<file path="src/rtl/core/tournament_barrier_node_defines.svh">
// Assertion macros for the tournament barrier node.
// Both expect signals named clk and rst in the scope where they are used.
`ifndef TOURNAMENT_BARRIER_NODE_DEFINES_SVH
`define TOURNAMENT_BARRIER_NODE_DEFINES_SVH

`ifndef SYNTH

// Same-cycle implication.
`define TBN_ASSERT_IMP(lbl, ante, cons) \
  lbl: assert property (@(posedge clk) disable iff (rst) (ante) |-> (cons)) \
    else $error("tbn: assertion failed");

// Next-cycle implication.
`define TBN_ASSERT_NXT(lbl, ante, cons) \
  lbl: assert property (@(posedge clk) disable iff (rst) (ante) |=> (cons)) \
    else $error("tbn: assertion failed");

`else

`define TBN_ASSERT_IMP(lbl, ante, cons)
`define TBN_ASSERT_NXT(lbl, ante, cons)

`endif

`endif

</file>
<file path="src/rtl/core/tbn_pkg.sv">
package tbn_pkg;

  localparam int RANK_W  = 16;
  localparam int COUNT_W = 17;
  localparam int ROUND_W = 5;

  // Configuration register indexes
  localparam logic CFG_MY_RANK    = 1'b0;
  localparam logic CFG_NODE_COUNT = 1'b1;

  // Phase codes
  localparam logic [1:0] PH_IDLE  = 2'd0;
  localparam logic [1:0] PH_CLIMB = 2'd1;
  localparam logic [1:0] PH_WAKE  = 2'd2;

  // Result kinds
  localparam logic [1:0] KIND_NOTICE  = 2'd0;
  localparam logic [1:0] KIND_WAKEUP  = 2'd1;
  localparam logic [1:0] KIND_RELEASE = 2'd2;

  // Request types and message kinds
  localparam logic REQ_LOCAL  = 1'b0;
  localparam logic MSG_NOTICE = 1'b0;

  // Round roles
  localparam logic [2:0] ROLE_NONE     = 3'd0;
  localparam logic [2:0] ROLE_WINNER   = 3'd1;
  localparam logic [2:0] ROLE_LOSER    = 3'd2;
  localparam logic [2:0] ROLE_BYE      = 3'd3;
  localparam logic [2:0] ROLE_CHAMPION = 3'd4;

  // Round counter operations
  localparam logic [2:0] K_HOLD  = 3'd0;
  localparam logic [2:0] K_ONE   = 3'd1;
  localparam logic [2:0] K_CUR   = 3'd2;
  localparam logic [2:0] K_CURM1 = 3'd3;
  localparam logic [2:0] K_ZERO  = 3'd4;
  localparam logic [2:0] K_INC   = 3'd5;
  localparam logic [2:0] K_DEC   = 3'd6;

  // Result sources
  localparam logic [1:0] EM_ERR     = 2'd0;
  localparam logic [1:0] EM_NOTICE  = 2'd1;
  localparam logic [1:0] EM_WAKEUP  = 2'd2;
  localparam logic [1:0] EM_RELEASE = 2'd3;

  typedef struct packed {
    logic       in_load;
    logic [2:0] k_op;
    logic       set_pend;
    logic       clr_pend;
    logic       st_write;
    logic [1:0] st_phase;
    logic       emit;
    logic [1:0] emit_sel;
    logic       last;
  } tbn_cmd_t;

  typedef struct packed {
    logic slot_free;
    logic ev_err;
    logic ev_store;
    logic ev_resume;
    logic ev_start;
    logic past_top;
    logic is_loser;
    logic is_wc;
    logic is_champ;
    logic bit_set;
    logic k_zero;
  } tbn_sts_t;

  // Role of rank j in round k of a group of n nodes; later tests win.
  function automatic logic [2:0] role_of(logic [RANK_W-1:0] j, logic [ROUND_W-1:0] k,
                                         logic [COUNT_W-1:0] n);
    logic [COUNT_W-1:0] v1;
    logic [COUNT_W-1:0] v2;
    logic [COUNT_W-1:0] jx;
    logic [COUNT_W-1:0] m;
    logic [COUNT_W-1:0] sum;
    logic [2:0]         role;
    v1   = COUNT_W'(1) << k;
    v2   = COUNT_W'(1) << (k - ROUND_W'(1));
    jx   = {1'b0, j};
    m    = jx & (v1 - COUNT_W'(1));
    sum  = jx + v2;
    role = ROLE_NONE;
    if (jx == '0 && v1 >= n) role = ROLE_CHAMPION;
    if (m == v2) role = ROLE_LOSER;
    if (m == '0 && sum >= n) role = ROLE_BYE;
    if (m == '0 && sum < n && v1 < n) role = ROLE_WINNER;
    return role;
  endfunction

endpackage

</file>
<file path="src/rtl/core/tbn_if.sv">
interface tbn_in_if;
  logic                       valid;
  logic                       ready;
  logic                       req_type;
  logic [tbn_pkg::RANK_W-1:0] source_rank;
  logic                       msg_kind;
  modport source(output valid, req_type, source_rank, msg_kind, input ready);
  modport sink(input valid, req_type, source_rank, msg_kind, output ready);
endinterface

interface tbn_out_if;
  logic                       valid;
  logic                       ready;
  logic [tbn_pkg::RANK_W-1:0] dest_rank;
  logic [1:0]                 out_kind;
  logic                       proto_error;
  logic                       last;
  modport source(output valid, dest_rank, out_kind, proto_error, last, input ready);
  modport sink(input valid, dest_rank, out_kind, proto_error, last, output ready);
endinterface

interface tbn_cfg_if;
  logic                        valid;
  logic                        ready;
  logic                        index;
  logic [tbn_pkg::COUNT_W-1:0] data;
  modport source(output valid, index, data, input ready);
  modport sink(input valid, index, data, output ready);
endinterface

</file>
<file path="src/rtl/core/tournament_barrier_node.sv">
// Tournament barrier controller for one node. Configure my_rank and node_count
// while the node is idle, then feed it local arrivals and received network
// messages on req_ch; it answers on rsp_ch with notices and wakeups to send and
// a local release, with last marking the final result of each item. Items that
// only record an early notice or park the node waiting for one give no result.
// Each accepted item is evaluated first; the round counter then climbs and
// descends one round a cycle while the output register can take a result,
// and a release ends a completed barrier. An rsp_ch stall holds the sequencer,
// since each result passes through a single output register. A finished
// result may sit in that register while the next item is accepted.
`include "tournament_barrier_node_defines.svh"

module tournament_barrier_node #(
  parameter int MAX_ROUNDS = 16  // 1..16, bounds the round count and pending mask
) (
  input logic      clk,
  input logic      rst,
  tbn_cfg_if.sink  cfg_ch,
  tbn_in_if.sink   req_ch,
  tbn_out_if.source rsp_ch
);

  tbn_pkg::tbn_cmd_t cmd;
  tbn_pkg::tbn_sts_t sts;

  // register writes always land at once
  assign cfg_ch.ready = 1'b1;

  // sequencer: accept, evaluate, climb, descend
  tbn_ctrl u_ctrl (
    .clk      (clk),
    .rst      (rst),
    .in_valid (req_ch.valid),
    .in_ready (req_ch.ready),
    .cmd      (cmd),
    .sts      (sts)
  );

  // config, barrier state, role logic and the result register
  tbn_datapath #(
    .MAX_ROUNDS (MAX_ROUNDS)
  ) u_datapath (
    .clk             (clk),
    .rst             (rst),
    .cfg_we          (cfg_ch.valid),
    .cfg_index       (cfg_ch.index),
    .cfg_data        (cfg_ch.data),
    .in_req_type     (req_ch.req_type),
    .in_source_rank  (req_ch.source_rank),
    .in_msg_kind     (req_ch.msg_kind),
    .out_valid       (rsp_ch.valid),
    .out_ready       (rsp_ch.ready),
    .out_dest_rank   (rsp_ch.dest_rank),
    .out_kind        (rsp_ch.out_kind),
    .out_proto_error (rsp_ch.proto_error),
    .out_last        (rsp_ch.last),
    .cmd             (cmd),
    .sts             (sts)
  );

  // a result is only loaded when the output register can take it
  `TBN_ASSERT_IMP(a_emit_slot, cmd.emit, sts.slot_free)
  // the final result of an item returns the sequencer to accepting
  `TBN_ASSERT_NXT(a_last_idle, cmd.emit && cmd.last, req_ch.ready)
  // an accepted item always enters evaluation, which drops ready
  `TBN_ASSERT_NXT(a_accept_busy, req_ch.valid && req_ch.ready, !req_ch.ready)
  // pending bits are never set and cleared in the same cycle
  `TBN_ASSERT_IMP(a_pend_excl, cmd.set_pend, !cmd.clr_pend)

endmodule

</file>
<file path="src/rtl/core/tbn_datapath.sv">
module tbn_datapath #(
  parameter int MAX_ROUNDS = 16
) (
  input  logic                         clk,
  input  logic                         rst,
  input  logic                         cfg_we,
  input  logic                         cfg_index,
  input  logic [tbn_pkg::COUNT_W-1:0]  cfg_data,
  input  logic                         in_req_type,
  input  logic [tbn_pkg::RANK_W-1:0]   in_source_rank,
  input  logic                         in_msg_kind,
  output logic                         out_valid,
  input  logic                         out_ready,
  output logic [tbn_pkg::RANK_W-1:0]   out_dest_rank,
  output logic [1:0]                   out_kind,
  output logic                         out_proto_error,
  output logic                         out_last,
  input  tbn_pkg::tbn_cmd_t            cmd,
  output tbn_pkg::tbn_sts_t            sts
);

  localparam int RW = tbn_pkg::RANK_W;
  localparam int CW = tbn_pkg::COUNT_W;
  localparam int KW = tbn_pkg::ROUND_W;
  localparam logic [CW-1:0] CAP = CW'(1) << MAX_ROUNDS;

  // configuration
  logic [RW-1:0] my_rank;
  logic [CW-1:0] node_count;

  // barrier state
  logic [1:0]            phase;
  logic [KW-1:0]         cur_round;
  logic [MAX_ROUNDS-1:0] pending_mask;

  // working registers
  logic [KW-1:0] k;
  logic [KW-1:0] k_next;
  logic          req_type;
  logic [RW-1:0] source_rank;
  logic          msg_kind;

  logic [CW-1:0] n_eff;
  logic [KW-1:0] total;
  logic          rank_ok;
  logic [RW-1:0] diff;
  logic [KW-1:0] found;
  logic [2:0]    found_role;
  logic          found_ok;
  logic [MAX_ROUNDS-1:0] found_bit;
  logic [MAX_ROUNDS-1:0] k_bit;
  logic          notice_err;
  logic          wake_ok;
  logic [CW-1:0] v2_cur;
  logic [CW-1:0] v2_k;
  logic [2:0]    k_role;
  logic          slot_free;
  logic [RW-1:0] err_dest;
  logic [1:0]    err_kind;

  always_ff @(posedge clk) begin
    if (rst) begin
      my_rank    <= '0;
      node_count <= CW'(1);
    end else if (cfg_we) begin
      if (cfg_index == tbn_pkg::CFG_MY_RANK) begin
        my_rank <= cfg_data[RW-1:0];
      end else begin
        node_count <= cfg_data;
      end
    end
  end

  // group size and round count
  always_comb begin
    n_eff = (node_count > CAP) ? CAP : node_count;
    total = '0;
    for (int r = 0; r < MAX_ROUNDS; r++) begin
      if ((CW'(1) << r) < n_eff) total = KW'(r + 1);
    end
    rank_ok = {1'b0, my_rank} < n_eff;
  end

  // arrival notice: which round, if any, the sender belongs to
  always_comb begin
    diff  = source_rank - my_rank;
    found = '0;
    for (int i = 0; i < RW; i++) begin
      if (diff == (RW'(1) << i)) found = KW'(i + 1);
    end
    for (int i = 0; i < MAX_ROUNDS; i++) begin
      found_bit[i] = (found == KW'(i + 1));
      k_bit[i]     = (k == KW'(i + 1));
    end
    found_role = tbn_pkg::role_of(my_rank, found, n_eff);
    found_ok   = rank_ok && (source_rank > my_rank) && (found != '0) && (found <= total) &&
                 ((found_role == tbn_pkg::ROLE_WINNER) ||
                  (found_role == tbn_pkg::ROLE_CHAMPION));
    notice_err = !found_ok || (phase == tbn_pkg::PH_WAKE) ||
                 ((phase == tbn_pkg::PH_CLIMB) && (found < cur_round)) ||
                 ((pending_mask & found_bit) != '0);
  end

  // wakeup must come from the current round's winner
  always_comb begin
    v2_cur  = CW'(1) << (cur_round - KW'(1));
    wake_ok = (phase == tbn_pkg::PH_WAKE) && rank_ok && (cur_round != '0) &&
              (cur_round <= total) && ({1'b0, my_rank} >= v2_cur) &&
              (source_rank == RW'({1'b0, my_rank} - v2_cur));
  end

  always_comb begin
    if (req_type == tbn_pkg::REQ_LOCAL) begin
      err_dest = my_rank;
      err_kind = rank_ok ? tbn_pkg::KIND_NOTICE : tbn_pkg::KIND_RELEASE;
    end else begin
      err_dest = source_rank;
      err_kind = tbn_pkg::KIND_NOTICE;
    end
  end

  assign v2_k      = CW'(1) << (k - KW'(1));
  assign k_role    = tbn_pkg::role_of(my_rank, k, n_eff);
  assign slot_free = !out_valid || out_ready;

  always_comb begin
    sts.slot_free = slot_free;
    if (req_type == tbn_pkg::REQ_LOCAL) begin
      sts.ev_err = !rank_ok || (phase != tbn_pkg::PH_IDLE);
    end else if (msg_kind == tbn_pkg::MSG_NOTICE) begin
      sts.ev_err = notice_err;
    end else begin
      sts.ev_err = !wake_ok;
    end
    sts.ev_store  = (req_type != tbn_pkg::REQ_LOCAL) && (msg_kind == tbn_pkg::MSG_NOTICE);
    sts.ev_resume = (phase == tbn_pkg::PH_CLIMB) && (found == cur_round);
    sts.ev_start  = (req_type == tbn_pkg::REQ_LOCAL);
    sts.past_top  = k > total;
    sts.is_loser  = (k_role == tbn_pkg::ROLE_LOSER);
    sts.is_champ  = (k_role == tbn_pkg::ROLE_CHAMPION);
    sts.is_wc     = (k_role == tbn_pkg::ROLE_WINNER) || sts.is_champ;
    sts.bit_set   = (pending_mask & k_bit) != '0;
    sts.k_zero    = (k == '0);
  end

  always_comb begin
    case (cmd.k_op)
      tbn_pkg::K_ONE:   k_next = KW'(1);
      tbn_pkg::K_CUR:   k_next = cur_round;
      tbn_pkg::K_CURM1: k_next = cur_round - KW'(1);
      tbn_pkg::K_ZERO:  k_next = '0;
      tbn_pkg::K_INC:   k_next = k + KW'(1);
      tbn_pkg::K_DEC:   k_next = k - KW'(1);
      default:          k_next = k;
    endcase
  end

  always_ff @(posedge clk) begin
    k <= k_next;
    if (cmd.in_load) begin
      req_type    <= in_req_type;
      source_rank <= in_source_rank;
      msg_kind    <= in_msg_kind;
    end
  end

  always_ff @(posedge clk) begin
    if (rst) begin
      phase        <= tbn_pkg::PH_IDLE;
      cur_round    <= '0;
      pending_mask <= '0;
    end else begin
      if (cmd.set_pend) pending_mask <= pending_mask | found_bit;
      if (cmd.clr_pend) pending_mask <= pending_mask & ~k_bit;
      if (cmd.st_write) begin
        phase     <= cmd.st_phase;
        cur_round <= (cmd.st_phase == tbn_pkg::PH_IDLE) ? '0 : k;
      end
    end
  end

  // result register
  always_ff @(posedge clk) begin
    if (rst) begin
      out_valid <= 1'b0;
    end else if (cmd.emit) begin
      out_valid <= 1'b1;
    end else if (out_ready) begin
      out_valid <= 1'b0;
    end
  end

  always_ff @(posedge clk) begin
    if (cmd.emit) begin
      out_last        <= cmd.last;
      out_proto_error <= (cmd.emit_sel == tbn_pkg::EM_ERR);
      case (cmd.emit_sel)
        tbn_pkg::EM_ERR: begin
          out_dest_rank <= err_dest;
          out_kind      <= err_kind;
        end
        tbn_pkg::EM_NOTICE: begin
          out_dest_rank <= RW'({1'b0, my_rank} - v2_k);
          out_kind      <= tbn_pkg::KIND_NOTICE;
        end
        tbn_pkg::EM_WAKEUP: begin
          out_dest_rank <= RW'({1'b0, my_rank} + v2_k);
          out_kind      <= tbn_pkg::KIND_WAKEUP;
        end
        default: begin
          out_dest_rank <= my_rank;
          out_kind      <= tbn_pkg::KIND_RELEASE;
        end
      endcase
    end
  end

endmodule

</file>
<file path="src/rtl/core/tbn_ctrl.sv">
module tbn_ctrl (
  input  logic              clk,
  input  logic              rst,
  input  logic              in_valid,
  output logic              in_ready,
  output tbn_pkg::tbn_cmd_t cmd,
  input  tbn_pkg::tbn_sts_t sts
);

  localparam logic [1:0] S_IDLE  = 2'd0;
  localparam logic [1:0] S_EVAL  = 2'd1;
  localparam logic [1:0] S_CLIMB = 2'd2;
  localparam logic [1:0] S_DESC  = 2'd3;

  logic [1:0] state;
  logic [1:0] state_next;

  always_ff @(posedge clk) begin
    if (rst) begin
      state <= S_IDLE;
    end else begin
      state <= state_next;
    end
  end

  always_comb begin
    cmd        = '0;
    cmd.k_op   = tbn_pkg::K_HOLD;
    state_next = state;
    in_ready   = (state == S_IDLE);
    case (state)
      S_IDLE: begin
        if (in_valid) begin
          cmd.in_load = 1'b1;
          state_next  = S_EVAL;
        end
      end
      S_EVAL: begin
        if (sts.slot_free) begin
          if (sts.ev_err) begin
            cmd.emit     = 1'b1;
            cmd.emit_sel = tbn_pkg::EM_ERR;
            cmd.last     = 1'b1;
            state_next   = S_IDLE;
          end else if (sts.ev_store) begin
            cmd.set_pend = 1'b1;
            if (sts.ev_resume) begin
              cmd.k_op   = tbn_pkg::K_CUR;
              state_next = S_CLIMB;
            end else begin
              state_next = S_IDLE;
            end
          end else if (sts.ev_start) begin
            cmd.k_op   = tbn_pkg::K_ONE;
            state_next = S_CLIMB;
          end else begin
            cmd.k_op   = tbn_pkg::K_CURM1;
            state_next = S_DESC;
          end
        end
      end
      S_CLIMB: begin
        if (sts.slot_free) begin
          if (sts.past_top) begin
            cmd.k_op   = tbn_pkg::K_ZERO;
            state_next = S_DESC;
          end else if (sts.is_loser) begin
            cmd.emit     = 1'b1;
            cmd.emit_sel = tbn_pkg::EM_NOTICE;
            cmd.last     = 1'b1;
            cmd.st_write = 1'b1;
            cmd.st_phase = tbn_pkg::PH_WAKE;
            state_next   = S_IDLE;
          end else if (sts.is_wc && !sts.bit_set) begin
            cmd.st_write = 1'b1;
            cmd.st_phase = tbn_pkg::PH_CLIMB;
            state_next   = S_IDLE;
          end else if (sts.is_wc) begin
            cmd.clr_pend = 1'b1;
            if (sts.is_champ) begin
              state_next = S_DESC;
            end else begin
              cmd.k_op = tbn_pkg::K_INC;
            end
          end else begin
            cmd.k_op = tbn_pkg::K_INC;
          end
        end
      end
      default: begin
        if (sts.slot_free) begin
          if (sts.k_zero) begin
            cmd.emit     = 1'b1;
            cmd.emit_sel = tbn_pkg::EM_RELEASE;
            cmd.last     = 1'b1;
            cmd.st_write = 1'b1;
            cmd.st_phase = tbn_pkg::PH_IDLE;
            state_next   = S_IDLE;
          end else begin
            cmd.emit     = sts.is_wc;
            cmd.emit_sel = tbn_pkg::EM_WAKEUP;
            cmd.k_op     = tbn_pkg::K_DEC;
          end
        end
      end
    endcase
  end

endmodule

</file>
<file path="src/flat_wrapper.sv">
// flat-port wrapper written by rule: the top's interface ports become plain ports
module tournament_barrier_node_flat 
#(
  parameter int MAX_ROUNDS = 16                                                   
)
  (clk, rst, cfg_ch_valid, cfg_ch_index, cfg_ch_data, cfg_ch_ready, req_ch_valid, req_ch_req_type, req_ch_source_rank, req_ch_msg_kind, req_ch_ready, rsp_ch_valid, rsp_ch_dest_rank, rsp_ch_out_kind, rsp_ch_proto_error, rsp_ch_last, rsp_ch_ready);
  tbn_cfg_if cfg_ch_i ();
  tbn_in_if req_ch_i ();
  tbn_out_if rsp_ch_i ();
  input logic clk;
  input logic rst;
  input wire logic [$bits(cfg_ch_i.valid)-1:0] cfg_ch_valid;
  input wire logic [$bits(cfg_ch_i.index)-1:0] cfg_ch_index;
  input wire logic [$bits(cfg_ch_i.data)-1:0] cfg_ch_data;
  output wire logic [$bits(cfg_ch_i.ready)-1:0] cfg_ch_ready;
  input wire logic [$bits(req_ch_i.valid)-1:0] req_ch_valid;
  input wire logic [$bits(req_ch_i.req_type)-1:0] req_ch_req_type;
  input wire logic [$bits(req_ch_i.source_rank)-1:0] req_ch_source_rank;
  input wire logic [$bits(req_ch_i.msg_kind)-1:0] req_ch_msg_kind;
  output wire logic [$bits(req_ch_i.ready)-1:0] req_ch_ready;
  output wire logic [$bits(rsp_ch_i.valid)-1:0] rsp_ch_valid;
  output wire logic [$bits(rsp_ch_i.dest_rank)-1:0] rsp_ch_dest_rank;
  output wire logic [$bits(rsp_ch_i.out_kind)-1:0] rsp_ch_out_kind;
  output wire logic [$bits(rsp_ch_i.proto_error)-1:0] rsp_ch_proto_error;
  output wire logic [$bits(rsp_ch_i.last)-1:0] rsp_ch_last;
  input wire logic [$bits(rsp_ch_i.ready)-1:0] rsp_ch_ready;
  assign cfg_ch_i.valid = cfg_ch_valid;
  assign cfg_ch_i.index = cfg_ch_index;
  assign cfg_ch_i.data = cfg_ch_data;
  assign cfg_ch_ready = cfg_ch_i.ready;
  assign req_ch_i.valid = req_ch_valid;
  assign req_ch_i.req_type = req_ch_req_type;
  assign req_ch_i.source_rank = req_ch_source_rank;
  assign req_ch_i.msg_kind = req_ch_msg_kind;
  assign req_ch_ready = req_ch_i.ready;
  assign rsp_ch_valid = rsp_ch_i.valid;
  assign rsp_ch_dest_rank = rsp_ch_i.dest_rank;
  assign rsp_ch_out_kind = rsp_ch_i.out_kind;
  assign rsp_ch_proto_error = rsp_ch_i.proto_error;
  assign rsp_ch_last = rsp_ch_i.last;
  assign rsp_ch_i.ready = rsp_ch_ready;
  tournament_barrier_node #(.MAX_ROUNDS(MAX_ROUNDS)) u_core (.clk(clk), .rst(rst), .cfg_ch(cfg_ch_i), .req_ch(req_ch_i), .rsp_ch(rsp_ch_i));
endmodule
</file>
<file path="config.mk">
export PLATFORM = sky130hd
export DESIGN_NAME = tournament_barrier_node_flat
export DESIGN_NICKNAME = d
export VERILOG_FILES = /design/src/rtl/core/tbn_pkg.sv /design/src/rtl/core/tbn_if.sv /design/src/rtl/core/tournament_barrier_node.sv /design/src/rtl/core/tbn_datapath.sv /design/src/rtl/core/tbn_ctrl.sv /design/src/flat_wrapper.sv
export VERILOG_INCLUDE_DIRS = /design/src /design/src/rtl/core
export SDC_FILE = /design/constraint.sdc
export NUM_CORES = 1
export LEC_CHECK = 0
export ABC_AREA = 1
export BUFFER_PORTS_ARGS = -buffer_cell sky130_fd_sc_hd__buf_2
export CORE_MARGIN = 1.5
export CORE_UTILIZATION = 55
export CTS_CLUSTER_DIAMETER = 120
export DETAILED_ROUTE_END_ITERATION = 10
export HOLD_SLACK_MARGIN = 0.06
export PLACE_DENSITY = 0.69
export SLEW_MARGIN = 20
export SYNTH_ARGS = -nofsm -noshare
export SYNTH_HDL_FRONTEND = slang
export SYNTH_SLANG_ARGS = --single-unit
</file>
<file path="constraint.sdc">
create_clock -name clk -period 10.3 [get_ports clk]
set_input_delay 3.09 -clock clk [delete_from_list [all_inputs] [get_ports clk]]
set_output_delay 3.09 -clock clk [all_outputs]
set_load 0.02 [all_outputs]
</file>
Word level (Yosys, flattened, before mapping)
Index checks and enable logic that the tools add are counted.
{"block": "op_classes", "magnitude_cmp": 32, "eq_ne": 74, "bitwise_logic": 9, "shifts": 5, "mux": 104, "add_sub_neg": 11, "reduce_logical": 54}
{"cell": "$mux 5", "n": 31}
{"cell": "$shl 1x5->17 const A", "n": 5}
{"cell": "$eq 5x4->1 const B", "n": 16}
{"cell": "$ge 17x17->1", "n": 4}
{"cell": "$lt 17x17->1", "n": 4}
{"cell": "$mux 3", "n": 21}
{"cell": "$and 16x16->16", "n": 3}
{"cell": "$mux 16", "n": 3}
{"cell": "$pmux 16 s3", "n": 1}
{"cell": "$sub 16x16->16", "n": 3}
{"cell": "$eq 5x3->1 const B", "n": 8}
{"cell": "$add 16x17->17", "n": 2}
{"cell": "$and 16x17->17", "n": 2}
{"cell": "$eq 17x17->1", "n": 2}
{"cell": "$logic_not 17->1", "n": 2}
{"cell": "$mux 2", "n": 17}
{"cell": "$sub 17x1->17 const B", "n": 2}
{"cell": "$reduce_bool 16->1", "n": 2}
{"cell": "$pmux 5 s6", "n": 1}
{"cell": "$logic_and 1x1->1", "n": 21}
{"cell": "$eq 5x2->1 const B", "n": 4}
{"cell": "$mux 4", "n": 5}
{"cell": "$ge 16x17->1", "n": 1}
{"cell": "$gt 17x17->1 const B", "n": 1}
{"cell": "other kinds (74)", "n": 128}
{"block": "word_totals", "input_bits": 41, "wordCells": 304, "reg_bits": 102}

Longest topological paths before layout
{"block": "depth", "word_depth": 39, "mapped_depth": 57, "mapped_depth_nobuf": 57}

Hierarchy
A second synthesis with hierarchy kept.
{"block": "unflattened", "hier_cells": 2268, "hier_area_um2": 14719.1}
{"module": "tbn_datapath", "area_each_um2": 14248.7, "cells_each": 2182, "instances": 1}
{"module": "tbn_ctrl", "area_each_um2": 459.2, "cells_each": 84, "instances": 1}
{"module": "tournament_barrier_node", "area_each_um2": 11.3, "cells_each": 2, "instances": 1}

Worst setup path before layout
No wires, ideal clock.
{"block": "synth_timing", "kind": "register to register", "start": "reg u_core.u_datapath.my_rank[1]", "end": "reg u_core.u_datapath.out_valid", "t_arrival_ns": 7.183, "slack_ns": 2.996, "n_path_buf": 1, "path_stages_with_launch": 52, "path_cell_list": "dfxtp_1 > inv_1 > ha_1 > nand2_1 > nor2_1 > nand2_1 > nand3_2 > nand2_1 > nand2_1 > nand2_1 > nand3_2 > nor2_4 > buf_4 > nand4_1 > nand2_1 > a211oi_1 > nand3_1 > nand3_1 > (+16 left out) > nor2_1 > nor2_1 > xor2_1 > ha_1 > nand4_1 > a21oi_1 > a2111oi_0 > o41ai_1 > nand3_1 > nand2_1 > inv_1 > nand2_1 > nand2_2 > nand2_2 > nand4_1 > o211ai_1 > o21ai_0 > inv_1"}
{"item": "start, declared", "line_no": "tbn_datapath.sv:28", "text": "logic [RW-1:0] my_rank;"}
{"item": "start signal, assigned", "line_no": "tbn_datapath.sv:67", "text": "my_rank <= cfg_data[RW-1:0];"}
{"item": "end signal, assigned", "line_no": "tbn_datapath.sv:185", "text": "out_valid <= 1'b0;"}
{"item": "end signal, assigned", "line_no": "tbn_datapath.sv:187", "text": "out_valid <= 1'b1;"}
{"item": "end signal, assigned", "line_no": "tbn_datapath.sv:189", "text": "out_valid <= 1'b0;"}
{"item": "end, declared", "line_no": "tbn_datapath.sv:12", "text": "output logic out_valid,"}

Worst setup path in the final report
{"block": "layout_timing", "start": "reg u_core.u_datapath.my_rank[3]", "end": "reg u_core.u_datapath.k[2], enable pin"}
{"block": "layout_via", "elab_chain_cells": 39}
{"item": "$sub 16x16->16", "line_no": "tbn_datapath.sv:86", "text": "diff = source_rank - my_rank;"}
{"item": "$eq 16x1->1", "line_no": "tbn_datapath.sv:89", "text": "if (diff == (RW'(1) << i)) found = KW'(i + 1);"}
{"item": "$mux 1", "line_no": "tbn_datapath.sv:89"}
{"item": "$mux 5 (15 in series)", "line_no": "tbn_datapath.sv:89"}
{"item": "$sub 5x1->5 or $shl 1x5->17 (tied branches)", "line_no": "tbn_pkg.sv:83, tbn_pkg.sv:82"}
{"item": "$shl 1x5->17 (tied with other cells)", "line_no": "tbn_pkg.sv:83", "text": "v2 = COUNT_W'(1) << (k - ROUND_W'(1));"}
{"item": "$add 16x17->17 (tied with other cells)", "line_no": "tbn_pkg.sv:86", "text": "sum = jx + v2;"}
{"item": "$ge 17x17->1 (tied with other cells)", "line_no": "tbn_pkg.sv:90", "text": "if (m == '0 && sum >= n) role = ROLE_BYE;"}
{"item": "(+9 left out)"}
{"item": "$logic_or 1x1->1", "line_no": "tbn_datapath.sv:100", "text": "((phase == tbn_pkg::PH_CLIMB) && (found < cur_round)) ||"}
{"item": "$mux 1", "line_no": "tbn_datapath.sv:130", "text": "end else if (msg_kind == tbn_pkg::MSG_NOTICE) begin"}
{"item": "$mux 1", "line_no": "tbn_datapath.sv:128", "text": "if (req_type == tbn_pkg::REQ_LOCAL) begin"}
{"item": "$mux 4", "line_no": "tbn_ctrl.sv:40", "text": "if (sts.ev_err) begin"}
{"item": "$mux 4", "line_no": "tbn_ctrl.sv:39", "text": "if (sts.slot_free) begin"}
{"item": "$pmux 3 s3 *", "line_no": "tbn_ctrl.sv:31", "text": "case (state)"}
{"item": "$eq 3x3->1 (tied with other cells)", "line_no": "tbn_datapath.sv:147", "text": "case (cmd.k_op)"}
{"item": "$reduce_bool 6->1 (no line) *"}
{"item": "end signal, assigned", "line_no": "tbn_datapath.sv:159", "text": "k <= k_next;"}
{"item": "end, declared", "line_no": "tbn_datapath.sv:37", "text": "logic [KW-1:0] k;"}
Every way passes the cells marked *; elsewhere a longest branch is shown, timed or not.
A chain may end at the register's enable or synchronous reset.

==> impl_metrics.ini <==
[synth]
ys_ff_latch = 102
ys_top_cells_by_area = ha_1 18%, nand2_1 11%, edfxtp_1 9.0%
avgSynthCellArea_sq_um = 6.57
synth_ff_type = dfxtp_1
synth_edf_count = 43
yosysMostFrequentCell = nand2_1
syn_inst = 2179
ys_top_cells_by_count = 414 x nand2_1, 315 x inv_1, 232 x nor2_1
yosysUniqueCellTypes = 67
yosys_warnings = 0
syn_area_sq_mm = 0.0143
async_flop_share_pct = 0
synth.largest_area_cell = ha_1
netlist.area_leader.share_pct = 17.8
yosysSeqAreaShare_pct = 17.3
syn-num-nets = 2429

[route]
drt_iter0_drc = 2165
vias = 16200
drt-total-wl_um = 60100
viasPerCell = 6.30
postRouteAntennaNets = 0
first_pass_iters = 8
drcViolationCount = 0
wire_per_inst_um = 23.3

[timing]
fin_ws_ps = 549
fin_worst_skew_ps = 10.9
hold_violations = 0
setup_viol = 0
worstMarginPinSlew_ps = 1130
fin_crit_ps = 9750
drv_slew = 0
tns_ps = 0
rsz0062_at_grt = no
whs_ps = 496
fmax_ghz = 0.103
max_slew_margin_pct = 24.0
min_period_over_period_pct = 94.7

[finish]
diodes = 0
nets = 2492
finalInstanceArea_sq_mm = 0.0154
syn_to_final_growth_pct = 7.24
drive_gt1_share_pct = 8.86

[floorplan]
core.rowCount = 58
core_sq_mm = 0.0254
ios = 64
initial_core_util_pct = 56.4
fp.dieArea_sq_mm = 0.0270
chipWidth_um = 164
fp.dieH_um = 164

[cts]
max-clock-path-buffers = 2
cts_num_sinks = 102
clk_latency_ps = 370
cts_tree = built
clock-root-buffer = clkbuf_16
cts_buffers = 9
clkTransAtPathRegs_ps = 90
cts_max_level = 3

[run]
maxCapViolations = 0

[critical_path]
reg2reg_depth = 46
cp_max_fo = 18
critical_path.max_stage_delay_ps = 770
reg2reg_from = u_core.u_datapath.my_rank[3]
worst_setup_path_endpoint = u_core.u_datapath.k[2]
cp-end-kind = register
crit_top_cell = nand3_1
startpoint_type = register
r2r_end = u_core.u_datapath.k[2]
worstPathRequired_ps = 10360
reg2reg_slack_ps = 550
critPathLaunch = u_core.u_datapath.my_rank[3]
arrival_ps = 9810
cp_slowest_cell = dfxtp_1
crit_type = register to register

[global_routing]
grt_pass1_wl_um = 87700
antenna_found_initial = 0
grt.overflow.total = 0
grt_pass1_vias = 14800
grt_start_max_net_pins = 38
track_usage_pct = 44.2

[power_and_ir_drop]
p_per_area_mw_per_mm2 = 125
pwr-share-seq_pct = 27.1
p_clk_share_pct = 20.2
p_comb_share_pct = 52.7
switchingPower_mw = 0.947
ir_drop_uv = 74.9
p_leak_nw = 7.93
power_mw = 1.91
p_int_mw = 0.966
swShare_pct = 49.5

[placed_design]
place_area_sq_mm = 0.0150
pre_cts_ws_ps = 883
hpwl_um = 48800
port_buffers = 62
place_congestion = 1.19

[min_path]
min_path_type = register to register

[status]
status = complete, no violations
## per-stage QoR
step                      utilization, %  cells
after detailed placement            59.2   2561
after floorplan                        -   2179
final                               60.5   2577
after global placement              59.2   2561
after global routing                60.5   2577
after CTS                           60.4   2577
## cells in the final DEF, fill, tap and decap left out, types with 10 or more instances in the layout
| master | count |
|---|---|
| nor2_1 | 231 |
| nor4_1 | 10 |
| buf_4 | 23 |
| inv_1 | 315 |
| xor2_1 | 72 |
| buf_2 | 62 |
| inv_2 | 21 |
| nand2_2 | 14 |
| nand3_1 | 127 |
| nand4_1 | 81 |
| o2111ai_1 | 14 |
| nor3_1 | 57 |
| o21ai_0 | 101 |
| a21oi_1 | 178 |
| ha_1 | 204 |
| xnor2_1 | 15 |
| nand2_1 | 414 |
| edfxtp_1 | 43 |
| o211ai_1 | 16 |
| dfxtp_1 | 59 |
| nor2_2 | 18 |
| clkbuf_16 | 10 |
| o21bai_1 | 12 |
| o221ai_1 | 10 |
## cell families after synthesis
kind of cell             share of synthesized area, %
XOR/XNOR                                         5.55
buffers and inverters                            10.2
other                                          0.0262
AND/OR/NAND/NOR                                  32.1
flip-flops                                       17.3
adder cells (fa/ha/maj)                          18.5
AO/OA/AOI/OAI                                    16.3
## sequential cells by signal, summed over array words and instances (netlist names), 2 cells and up
signal and cells:
u_core.u_ctrl.state 2, u_core.u_datapath.cur_round 5, u_core.u_datapath.k 5, u_core.u_datapath.my_rank 16
u_core.u_datapath.node_count 17, u_core.u_datapath.out_dest_rank 16, u_core.u_datapath.out_kind 2, u_core.u_datapath.pending_mask 16
u_core.u_datapath.phase 2, u_core.u_datapath.source_rank 16
## worst max-delay path, delay by kind of cell (launching register included)
kind / cells / cell delay [ps]
simple gates: 24 / 3820
buf+inv: 6 / 990
xor+xnor: 2 / 480
compound gates: 11 / 2340
fa+ha+maj: 3 / 1030
flops: 1 / 770
## power by group through the flow
stage	clock [mW]	sequential [mW]	combinational (mW)
global route	0.394	0.519	1.09
finish	0.387	0.518	1.01
CTS	0.385	0.514	0.973
floorplan	0	0.516	0.679
global placement	0	0.521	0.946
detailed placement	0	0.523	0.968
## layer usage
| layer | routed length (um) | track usage, % |
|---|---|---|
| met3 | 7470 | 11.1 |
| met1 | 23200 | 56.2 |
| met5 | 0 | 0 |
| met4 | 4770 | 31.2 |
| met2 | 24700 | 64.9 |
## worst min path at each step
stage | start | end | slack, ps | depth (start not counted)
finish | u_core.u_datapath.pending_mask[9] | u_core.u_datapath.pending_mask[9] | 500 | 2
global route | u_core.u_datapath.pending_mask[9] | u_core.u_datapath.pending_mask[9] | 520 | 2
floorplan | u_core.u_datapath.pending_mask[9] | u_core.u_datapath.pending_mask[9] | 450 | 2
global placement | u_core.u_datapath.pending_mask[9] | u_core.u_datapath.pending_mask[9] | 470 | 2
CTS | u_core.u_datapath.pending_mask[9] | u_core.u_datapath.pending_mask[9] | 490 | 2
detailed placement | u_core.u_datapath.pending_mask[9] | u_core.u_datapath.pending_mask[9] | 480 | 2
## area by class of cell
| type | count | area [sq um] |
|---|---|---|
| clock buffer | 11 | 264 |
| inverter | 340 | 1280 |
| clock inverter | 5 | 45.0 |
| timing repair buffer | 85 | 483 |
| fill | 2428 | 10000 |
| tap | 330 | 413 |
| sequential | 102 | 2470 |
| multi-input combinational | 1704 | 10400 |
## timing repair
| action | CTS | global route |
|---|---|---|
| hold buffers | 0 | 0 |
| resized for setup | 0 | 1 |
| setup endpoints to repair | 0 | 30 |
| setup buffers | 0 | 0 |
Note: power is estimated with default switching activity, not from simulation.
